==> src/sv/sha1_pkg.sv <==
// SHA-1 package: round constants, initial chain value, controller/datapath structs.
// Used by the controller, datapath and top level.
`timescale 1ns / 1ps
package sha1_pkg;
   localparam logic [31:0] H0 = 32'h67452301;
   localparam logic [31:0] H1 = 32'hEFCDAB89;
   localparam logic [31:0] H2 = 32'h98BADCFE;
   localparam logic [31:0] H3 = 32'h10325476;
   localparam logic [31:0] H4 = 32'hC3D2E1F0;
   localparam logic [31:0] K0 = 32'h5A827999;
   localparam logic [31:0] K1 = 32'h6ED9EBA1;
   localparam logic [31:0] K2 = 32'h8F1BBCDC;
   localparam logic [31:0] K3 = 32'hCA62C1D6;
   localparam logic [7:0]  PAD_BYTE = 8'h80;
   localparam int unsigned LEN_POS = 56;

   // byte source for the buffer write
   localparam logic [1:0] SRC_DATA = 2'd0;
   localparam logic [1:0] SRC_PAD  = 2'd1;
   localparam logic [1:0] SRC_ZERO = 2'd2;
   localparam logic [1:0] SRC_LEN  = 2'd3;

   typedef struct packed {
      logic       wr_en;       // write one byte at byte_count
      logic [1:0] wr_src;
      logic [7:0] wr_data;
      logic       len_add;     // add 8 to bit count
      logic       round_start; // load working regs, begin 80 rounds
      logic       round_step;
      logic       chain_fold;  // add working regs into chain
      logic       msg_clear;   // chain to IV, counters to zero
      logic       out_load;    // load digest word from chain
      logic [2:0] out_index;
   } sha1_cmd_type;

   typedef struct packed {
      logic [5:0] byte_count;
      logic [6:0] round_cnt;
   } sha1_status_type;
endpackage

==> src/sv/sha1_hash_engine.sv <==
// SHA-1 engine top level: joins controller and datapath.
// Depends on sha1_pkg, sha1_ctrl, sha1_datapath.
//
// Input channel req_*: one transaction per item carries an optional byte
// (req_byte_valid) and an end-of-message mark. A byte that completes a
// 64-byte block starts 80 rounds at one per cycle and then a fold, and
// req_stall stays high until the fold is done; other bytes that do not end the message raise no stall.
// On end of message the block writes 0x80 and zero/length bytes one a cycle
// to the block end, then runs one compression. When the 0x80 lands past
// byte 55, a second zero/length block and compression follow. After the
// last fold, word 0 is loaded into the output register and shown on rsp_*
// (word 0 first, rsp_last_word on word 4), then one word per cycle while
// rsp_stall is low. A stalled word holds. Once word 4 is taken the chain
// value and counts return to the initial value and the input reopens.
// Reset (synchronous, active high) clears control state and loads the
// initial chain value; no clearing pass is needed.
`timescale 1ns / 1ps
module sha1_hash_engine (
   input  logic        clock,
   input  logic        reset,
   input  logic        req_valid,
   output logic        req_stall,
   input  logic [7:0]  req_data_byte,
   input  logic        req_byte_valid,
   input  logic        req_end_of_message,
   output logic        rsp_valid,
   input  logic        rsp_stall,
   output logic [31:0] rsp_digest_word,
   output logic [2:0]  rsp_word_index,
   output logic        rsp_last_word
);
   sha1_pkg::sha1_cmd_type    cmd;
   sha1_pkg::sha1_status_type status;

   sha1_ctrl u_ctrl (
      .clock, .reset, .req_valid, .req_stall, .req_data_byte, .req_byte_valid,
      .req_end_of_message, .rsp_valid, .rsp_stall, .rsp_word_index,
      .rsp_last_word, .cmd, .status
   );

   sha1_datapath u_dp (
      .clock, .reset, .cmd, .status, .out_word(rsp_digest_word)
   );
endmodule

==> src/sv/sha1_datapath.sv <==
// SHA-1 datapath: block buffer, message schedule window, round logic, chain value.
// Depends on sha1_pkg.
`timescale 1ns / 1ps
module sha1_datapath (
   input  logic                      clock,
   input  logic                      reset,
   input  sha1_pkg::sha1_cmd_type    cmd,
   output sha1_pkg::sha1_status_type status,
   output logic [31:0]               out_word
);
   logic [31:0] w_ff [16];
   logic [31:0] h_ff [5];
   logic [31:0] a_ff, b_ff, c_ff, d_ff, e_ff;
   logic [5:0]  cnt_ff;
   logic [63:0] len_ff;
   logic [6:0]  rnd_ff;
   logic [7:0]  wbyte;
   logic [31:0] f, k, tmp, wnew, wcur;
   logic [2:0]  lsel;

   assign status.byte_count = cnt_ff;
   assign status.round_cnt  = rnd_ff;

   assign lsel = 3'(3'd7 - cnt_ff[2:0]);
   always_comb begin
      case (cmd.wr_src)
         sha1_pkg::SRC_DATA: wbyte = cmd.wr_data;
         sha1_pkg::SRC_PAD:  wbyte = sha1_pkg::PAD_BYTE;
         sha1_pkg::SRC_ZERO: wbyte = 8'h00;
         sha1_pkg::SRC_LEN:  wbyte = 8'(len_ff >> {lsel, 3'b000});
         default:            wbyte = 8'h00;
      endcase
   end

   // w_ff[0] is the current round word; window shifts each round
   assign wnew = {w_ff[13][30:0] ^ w_ff[8][30:0] ^ w_ff[2][30:0] ^ w_ff[0][30:0],
                  w_ff[13][31] ^ w_ff[8][31] ^ w_ff[2][31] ^ w_ff[0][31]};
   assign wcur = w_ff[0];

   always_comb begin
      if (rnd_ff < 7'd20) begin
         f = (b_ff & c_ff) | (~b_ff & d_ff); k = sha1_pkg::K0;
      end else if (rnd_ff < 7'd40) begin
         f = b_ff ^ c_ff ^ d_ff; k = sha1_pkg::K1;
      end else if (rnd_ff < 7'd60) begin
         f = (b_ff & c_ff) | (b_ff & d_ff) | (c_ff & d_ff); k = sha1_pkg::K2;
      end else begin
         f = b_ff ^ c_ff ^ d_ff; k = sha1_pkg::K3;
      end
   end
   assign tmp = {a_ff[26:0], a_ff[31:27]} + e_ff + wcur + k + f;

   always_ff @(posedge clock) begin
      if (cmd.wr_en) begin
         // bytes enter the window big-endian at word cnt/4
         case (cnt_ff[1:0])
            2'd0: w_ff[cnt_ff[5:2]][31:24] <= wbyte;
            2'd1: w_ff[cnt_ff[5:2]][23:16] <= wbyte;
            2'd2: w_ff[cnt_ff[5:2]][15:8]  <= wbyte;
            default: w_ff[cnt_ff[5:2]][7:0] <= wbyte;
         endcase
      end else if (cmd.round_step) begin
         for (int i = 0; i < 15; i++) w_ff[i] <= w_ff[i+1];
         w_ff[15] <= wnew;
      end
   end

   always_ff @(posedge clock) begin
      if (cmd.round_start) begin
         a_ff <= h_ff[0]; b_ff <= h_ff[1]; c_ff <= h_ff[2];
         d_ff <= h_ff[3]; e_ff <= h_ff[4];
      end else if (cmd.round_step) begin
         e_ff <= d_ff; d_ff <= c_ff; c_ff <= {b_ff[1:0], b_ff[31:2]};
         b_ff <= a_ff; a_ff <= tmp;
      end
   end

   always_ff @(posedge clock) begin
      if (reset) begin
         rnd_ff <= '0;
         cnt_ff <= '0;
         len_ff <= '0;
         h_ff[0] <= sha1_pkg::H0; h_ff[1] <= sha1_pkg::H1; h_ff[2] <= sha1_pkg::H2;
         h_ff[3] <= sha1_pkg::H3; h_ff[4] <= sha1_pkg::H4;
      end else begin
         if (cmd.round_start) rnd_ff <= '0;
         else if (cmd.round_step) rnd_ff <= rnd_ff + 7'd1;
         if (cmd.wr_en) cnt_ff <= cnt_ff + 6'd1;
         if (cmd.len_add) len_ff <= len_ff + 64'd8;
         if (cmd.chain_fold) begin
            h_ff[0] <= h_ff[0] + a_ff; h_ff[1] <= h_ff[1] + b_ff;
            h_ff[2] <= h_ff[2] + c_ff; h_ff[3] <= h_ff[3] + d_ff;
            h_ff[4] <= h_ff[4] + e_ff;
         end
         if (cmd.msg_clear) begin
            cnt_ff <= '0;
            len_ff <= '0;
            h_ff[0] <= sha1_pkg::H0; h_ff[1] <= sha1_pkg::H1; h_ff[2] <= sha1_pkg::H2;
            h_ff[3] <= sha1_pkg::H3; h_ff[4] <= sha1_pkg::H4;
         end
      end
   end

   always_ff @(posedge clock) begin
      if (cmd.out_load) out_word <= h_ff[cmd.out_index];
   end
endmodule

==> src/sv/sha1_ctrl.sv <==
// SHA-1 controller: accepts bytes, sequences compression, padding and digest output.
// Depends on sha1_pkg.
`timescale 1ns / 1ps
module sha1_ctrl (
   input  logic                      clock,
   input  logic                      reset,
   input  logic                      req_valid,
   output logic                      req_stall,
   input  logic [7:0]                req_data_byte,
   input  logic                      req_byte_valid,
   input  logic                      req_end_of_message,
   output logic                      rsp_valid,
   input  logic                      rsp_stall,
   output logic [2:0]                rsp_word_index,
   output logic                      rsp_last_word,
   output sha1_pkg::sha1_cmd_type    cmd,
   input  sha1_pkg::sha1_status_type status
);
   localparam logic [2:0] ST_IDLE  = 3'd0;
   localparam logic [2:0] ST_ROUND = 3'd1;
   localparam logic [2:0] ST_FOLD  = 3'd2;
   localparam logic [2:0] ST_PAD   = 3'd3;
   localparam logic [2:0] ST_FILL  = 3'd4;
   localparam logic [2:0] ST_OUT   = 3'd5;

   logic [2:0] state_ff, state_in;
   logic       fin_ff, fin_in;     // padding still to start after this block
   logic       lenb_ff, lenb_in;   // current fill block carries the length
   logic       ext_ff, ext_in;     // length goes into one more zero block
   logic [2:0] idx_ff, idx_in;
   logic       rv_ff, rv_in;
   logic       acc, out_take;

   assign req_stall = (state_ff != ST_IDLE);
   assign acc       = req_valid && !req_stall;
   assign rsp_valid = rv_ff;
   assign rsp_word_index = idx_ff;
   assign rsp_last_word  = (idx_ff == 3'd4);
   assign out_take = rv_ff && !rsp_stall;

   always_comb begin
      cmd = '0;
      cmd.wr_data = req_data_byte;
      state_in = state_ff; fin_in = fin_ff; lenb_in = lenb_ff; ext_in = ext_ff;
      idx_in = idx_ff; rv_in = rv_ff && rsp_stall;
      case (state_ff)
         ST_IDLE: begin
            if (acc) begin
               if (req_byte_valid) begin
                  cmd.wr_en = 1'b1; cmd.wr_src = sha1_pkg::SRC_DATA;
                  cmd.len_add = 1'b1;
               end
               if (req_byte_valid && status.byte_count == 6'd63) begin
                  cmd.round_start = 1'b1; state_in = ST_ROUND;
                  fin_in = req_end_of_message;
               end else if (req_end_of_message) begin
                  state_in = ST_PAD;
               end
            end
         end
         ST_ROUND: begin
            cmd.round_step = 1'b1;
            if (status.round_cnt == 7'd79) state_in = ST_FOLD;
         end
         ST_FOLD: begin
            cmd.chain_fold = 1'b1;
            if (lenb_ff) begin
               state_in = ST_OUT; lenb_in = 1'b0; idx_in = '0;
            end else if (fin_ff) begin
               state_in = ST_PAD; fin_in = 1'b0;
            end else if (ext_ff) begin
               state_in = ST_FILL; lenb_in = 1'b1; ext_in = 1'b0;
            end else state_in = ST_IDLE;
         end
         ST_PAD: begin
            // 0x80 then zero fill; extra block if past the length field
            cmd.wr_en = 1'b1; cmd.wr_src = sha1_pkg::SRC_PAD;
            lenb_in = (status.byte_count < 6'(sha1_pkg::LEN_POS));
            if (status.byte_count == 6'd63) begin
               cmd.round_start = 1'b1; state_in = ST_ROUND;
               ext_in = 1'b1;
            end else state_in = ST_FILL;
         end
         ST_FILL: begin
            cmd.wr_en = 1'b1;
            cmd.wr_src = (lenb_ff && status.byte_count >= 6'(sha1_pkg::LEN_POS))
                         ? sha1_pkg::SRC_LEN : sha1_pkg::SRC_ZERO;
            if (status.byte_count == 6'd63) begin
               cmd.round_start = 1'b1; state_in = ST_ROUND;
               // block without length goes on to a length block
               if (!lenb_ff) ext_in = 1'b1;
            end
         end
         ST_OUT: begin
            if (!rv_ff) begin
               cmd.out_load = 1'b1; cmd.out_index = idx_ff;
               rv_in = 1'b1;
            end else if (out_take) begin
               if (idx_ff == 3'd4) begin
                  cmd.msg_clear = 1'b1; state_in = ST_IDLE;
               end else begin
                  cmd.out_load = 1'b1; cmd.out_index = idx_ff + 3'd1;
                  rv_in = 1'b1;
               end
            end
         end
         default: state_in = ST_IDLE;
      endcase
      if (out_take && rv_ff) idx_in = idx_ff + 3'd1;
      if (state_ff == ST_FOLD && lenb_ff) idx_in = '0;
   end

   always_ff @(posedge clock) begin
      if (reset) begin
         state_ff <= ST_IDLE; fin_ff <= 1'b0; lenb_ff <= 1'b0; ext_ff <= 1'b0;
         idx_ff <= '0; rv_ff <= 1'b0;
      end else begin
         state_ff <= state_in; fin_ff <= fin_in; lenb_ff <= lenb_in; ext_ff <= ext_in;
         idx_ff <= idx_in; rv_ff <= rv_in;
      end
   end

   assert property (@(posedge clock) disable iff (reset)
      rv_ff |-> idx_ff <= 3'd4)
      else $error("digest index out of range");
   assert property (@(posedge clock) disable iff (reset)
      state_ff == ST_ROUND |-> !cmd.wr_en)
      else $error("buffer write during rounds");
   assert property (@(posedge clock) disable iff (reset)
      (state_ff == ST_ROUND && status.round_cnt != 7'd79) |=> state_ff == ST_ROUND)
      else $error("round sequence cut short");
endmodule

==> config.mk <==
export PLATFORM = sky130hd
export DESIGN_NAME = sha1_hash_engine
export DESIGN_NICKNAME = d
export VERILOG_FILES = /design/src/sv/sha1_pkg.sv /design/src/sv/sha1_hash_engine.sv /design/src/sv/sha1_datapath.sv /design/src/sv/sha1_ctrl.sv
export SDC_FILE = /design/constraint.sdc
export NUM_CORES = 2
export LEC_CHECK = 0
export ABC_AREA = 0
export BUFFER_PORTS_ARGS = -buffer_cell sky130_fd_sc_hd__buf_4
export CAP_MARGIN = 20
export CORE_ASPECT_RATIO = 0.7
export CORE_MARGIN = 1
export CORE_UTILIZATION = 55
export CTS_CLUSTER_DIAMETER = 150
export DETAILED_ROUTE_END_ITERATION = 10
export PLACE_DENSITY = 0.71
export SLEW_MARGIN = 20
export SYNTH_ARGS = -nofsm -noshare
export SYNTH_HDL_FRONTEND = slang
export SYNTH_SLANG_ARGS = --single-unit
==> constraint.sdc <==
create_clock -name clock -period 14.4 [get_ports clock]
set_input_delay 1.44 -clock clock [delete_from_list [all_inputs] [get_ports clock]]
set_output_delay 1.44 -clock clock [all_outputs]
set_load 0.05 [all_outputs]
==> implementation parameters <==
Parameter                              Value

Clock network
  Hold buffers post-CTS    0
  Clock Latency Late Sink    0.71 ns
  Clock tree from TritonCTS    yes
  Number of instances resized during post-cts repair    0
  TritonCTS Sinks    948
  Number of buffers on the longest clock path    3
  Buffer cell driving the clock tree root    clkbuf_16
  TritonCTS buffer count    94
  Post-CTS repair timing setup buffer count    0
  H-tree level count    3
  Clock transition time at the flip-flop clock pins of the worst setup and hold paths    0.07 ns

Worst hold path
  Class of the tightest hold or removal check    reg2reg
  Number of cells on the worst hold path    2
  Min-Delay Startpoint    u_ctrl.ext_ff$_SDFFE_PP0P_

Synth
  FFs w/ async S/R, synth    0%
  Mapped Area    0.0530 sq mm
  Warnings from Yosys    0
  Post-Synthesis Mean Instance Area    11.1 sq um
  Syn_nets    5106
  Portion of the post-synthesis area used by sequential elements    52.2%
  Register bit total from synthesis    948
  Yosys cell types    95
  Top_reg_cell synth    edfxtp_1
  Most area-consuming cells after synthesis    edfxtp_1 (49%), a21o_1 (8.7%), ha_1 (4.9%), fa_1 (4.5%), nand2_1 (4.3%)
  Post-synthesis cell count    4764
  Top cell type by total area after synthesis    edfxtp_1
  Number of enable-type register cells in the synthesized netlist    864
  Area share of the leading cell type in the synthesized netlist    49.0%

Critical path
  Worst path most repeated cell    inv_1
  CP startpoint    u_dp.rnd_ff[4]$_SDFFE_PP0P_
  Nature of the critical path endpoint    register
  Buffer and inverter count on the worst path    5
  Delay of the slowest critical-path stage    0.81 ns
  Cell with the biggest individual delay on the critical path    nand2_1
  Register-to-Register Path Depth    21
  Startpoint of the worst register-to-register path    u_dp.rnd_ff[4]$_SDFFE_PP0P_
  Critical path launch point type    register
  Largest delay contributor family on the critical path    compound AO/OA/AOI/OAI gates
  Worst EP arrival    8.30 ns
  Worst Path Max Fanout    21
  WS Path Type    reg2reg
  Cell depth of the worst setup path    21
  List of cells traversed by the critical path    a41oi_1 > nand2_1 > inv_1 > buf_4 > nor2_2 > inv_1 > fa_1 > fa_1 > inv_1 > fa_1 > inv_1 > ha_1 > nor2b_1 > o31a_1 > o221ai_1 > o2111ai_1 > a21oi_1 > o21bai_1 > a221oi_1 > xnor2_1 > o21ai_1
  Data required time at the worst endpoint    14.84 ns

STA
  Final setup skew    0.0364 ns
  Hold Vio Cnt, Final    0
  Final setup TNS    0 ns
  Final worst-path cycle share    54.6%
  RSZ-0062 raised after global routing    false
  Final count of negative-setup-slack endpoints    0
  Worst relative slew slack    21.9%
  Max frequency    127 MHz
  Tightest Pin Transition    1.16 ns
  Max-slew violation count    0
  Final Critical Period    7.87 ns

Final layout
  Final net count    5079
  Diode count    0
  Layout overhead on the synthesized area    8.66%
  Leading cell type in the layout, fill and taps excluded    edfxtp_1
  Commonest cells after routing, fill and taps aside    edfxtp_1 (864), a21o_1 (611), nand2_1 (603)
  Share of final-layout standard cells stronger than drive strength 1    7.03%
  Number of cells in the finished layout apart from fillers    6059

Global routing
  Global routing usage summed across all routing layers    28.3%
  Vias in the first global route    34607
  Largest net degree at the start of global routing    226
  GR Overflow Total    0
  Initial antenna violation count    1
  First-pass GRT wire length    212000 microns

Floorplan
  Rows    94
  Core region area    0.0947 sq mm
  # IOs    52
  Starting utilization of the core area    55.9%
  Die height    262 microns
  Width of the die    373 microns
  Die Area    0.0976 sq mm

Routing
  DR pass1 iterations    6
  Via count    37308
  Number of remaining DRC errors    0
  Via/cell ratio    6.16
  Iteration-0 DRC count of the detailed router    4646
  Routed WL    139000 microns
  Number of nets with antenna violations after routing    0
  Detailed-route wire length per cell    22.9 microns

Place
  Global placer's final weighted congestion    0.968
  Final HPWL from detailed placement    97000 microns
  Count of input and output buffers    51
  Cell count after placement    5889

Run status
  Result of the run    complete, no violations

Run
  MaxCap Viol Count    0
-- worst reg2reg max path: cells and delay by family (launching register included) --
family / cells / cell delay, ns
AND/OR/NAND/NOR: 3 / 1.08
flip-flops: 1 / 0.38
buffers and inverters: 5 / 1.28
XOR/XNOR: 1 / 0.17
adder cells (fa/ha/maj): 4 / 1.95
AO/OA/AOI/OAI: 8 / 2.74
-- area by class of cell --
class                           instances  area, sq um
Clock buffer                          118         2510
Timing Repair Buffer                  125          963
Multi-Input combinational cell       3337        23600
Tap cell                             1248         1560
Inverter                              231          867
Fill cell                            7678        37100
Clock inverter                         52          395
Sequential cell                       948        27600
-- cell usage after synthesis, types with 9 or more instances --
library cell	instances
a211o_1	10
a211oi_1	26
a21o_1	611
a21oi_1	206
a221o_1	13
a221oi_1	9
a31oi_1	28
and2_1	27
and3_1	23
and4_1	11
buf_1	13
buf_2	21
clkbuf_1	208
dfxtp_1	84
edfxtp_1	864
fa_1	119
ha_1	209
inv_1	229
mux2i_1	76
mux4_2	13
nand2_1	606
nand2b_1	29
nand3_1	61
nand4_1	27
nor2_1	314
nor2b_1	35
nor3_1	44
o211ai_1	9
o21a_1	38
o21ai_0	284
o21bai_1	17
o221ai_1	9
o31ai_1	16
or3_1	31
xnor2_1	171
xor2_1	134
-- kinds of logic (layout without fill, tap and decap cells) --
group | after synthesis | count (layout) | synth area share, %
mux | 90 | 90 | 2.01
flops | 948 | 948 | 52.2
compound gates | 1363 | 1363 | 17.4
xor+xnor | 305 | 305 | 5.04
fa+ha+maj | 328 | 328 | 9.44
buf+inv | 479 | 526 | 3.51
simple gates | 1251 | 1251 | 10.5
-- stage by stage --
stage / instance area (sq um) / utilization (%) / setup slack [ns] / hold slack (ns)
finish: 57500 / 60.8 / 6.53 / 0.497
global route: 57500 / 60.8 / 6.30 / 0.515
CTS: 57500 / 60.8 / 6.81 / 0.492
detailed placement: 54600 / 57.7 / 6.79 / 0.483
global placement: 54600 / 57.7 / 7.09 / 0.480
floorplan: 53000 / - / 7.54 / 0.453
-- path summary, 6_finish.rpt --
path | slack, ns | end
min reg2reg | 0.50 | u_ctrl.ext_ff$_SDFFE_PP0P_
min | 0.50 | u_ctrl.ext_ff$_SDFFE_PP0P_
max | 6.53 | u_dp.a_ff[31]$_DFFE_PP_
max reg2reg | 6.53 | u_dp.a_ff[31]$_DFFE_PP_
-- registers in the layout, summed over array words and instances, names as in the netlist, 32 cells and up --
register       count
u_dp.w_ff        512
u_dp.out_word     32
u_dp.b_ff         32
u_dp.h_ff        160
u_dp.len_ff       61
u_dp.e_ff         32
u_dp.d_ff         32
u_dp.a_ff         32
u_dp.c_ff         32
-- routing by layer --
layer	track usage (%)	vias to the layer above	share of wire, %
li1	-	17115	-
met1	44.6	18468	48
met2	40.6	1573	42
met3	5.78	152	9.3
met4	5.10	0	1.5
met5	0	-	0
Power is not shown: default switching activity piles up to over one toggle a cycle in this logic, so the estimate is an artifact.
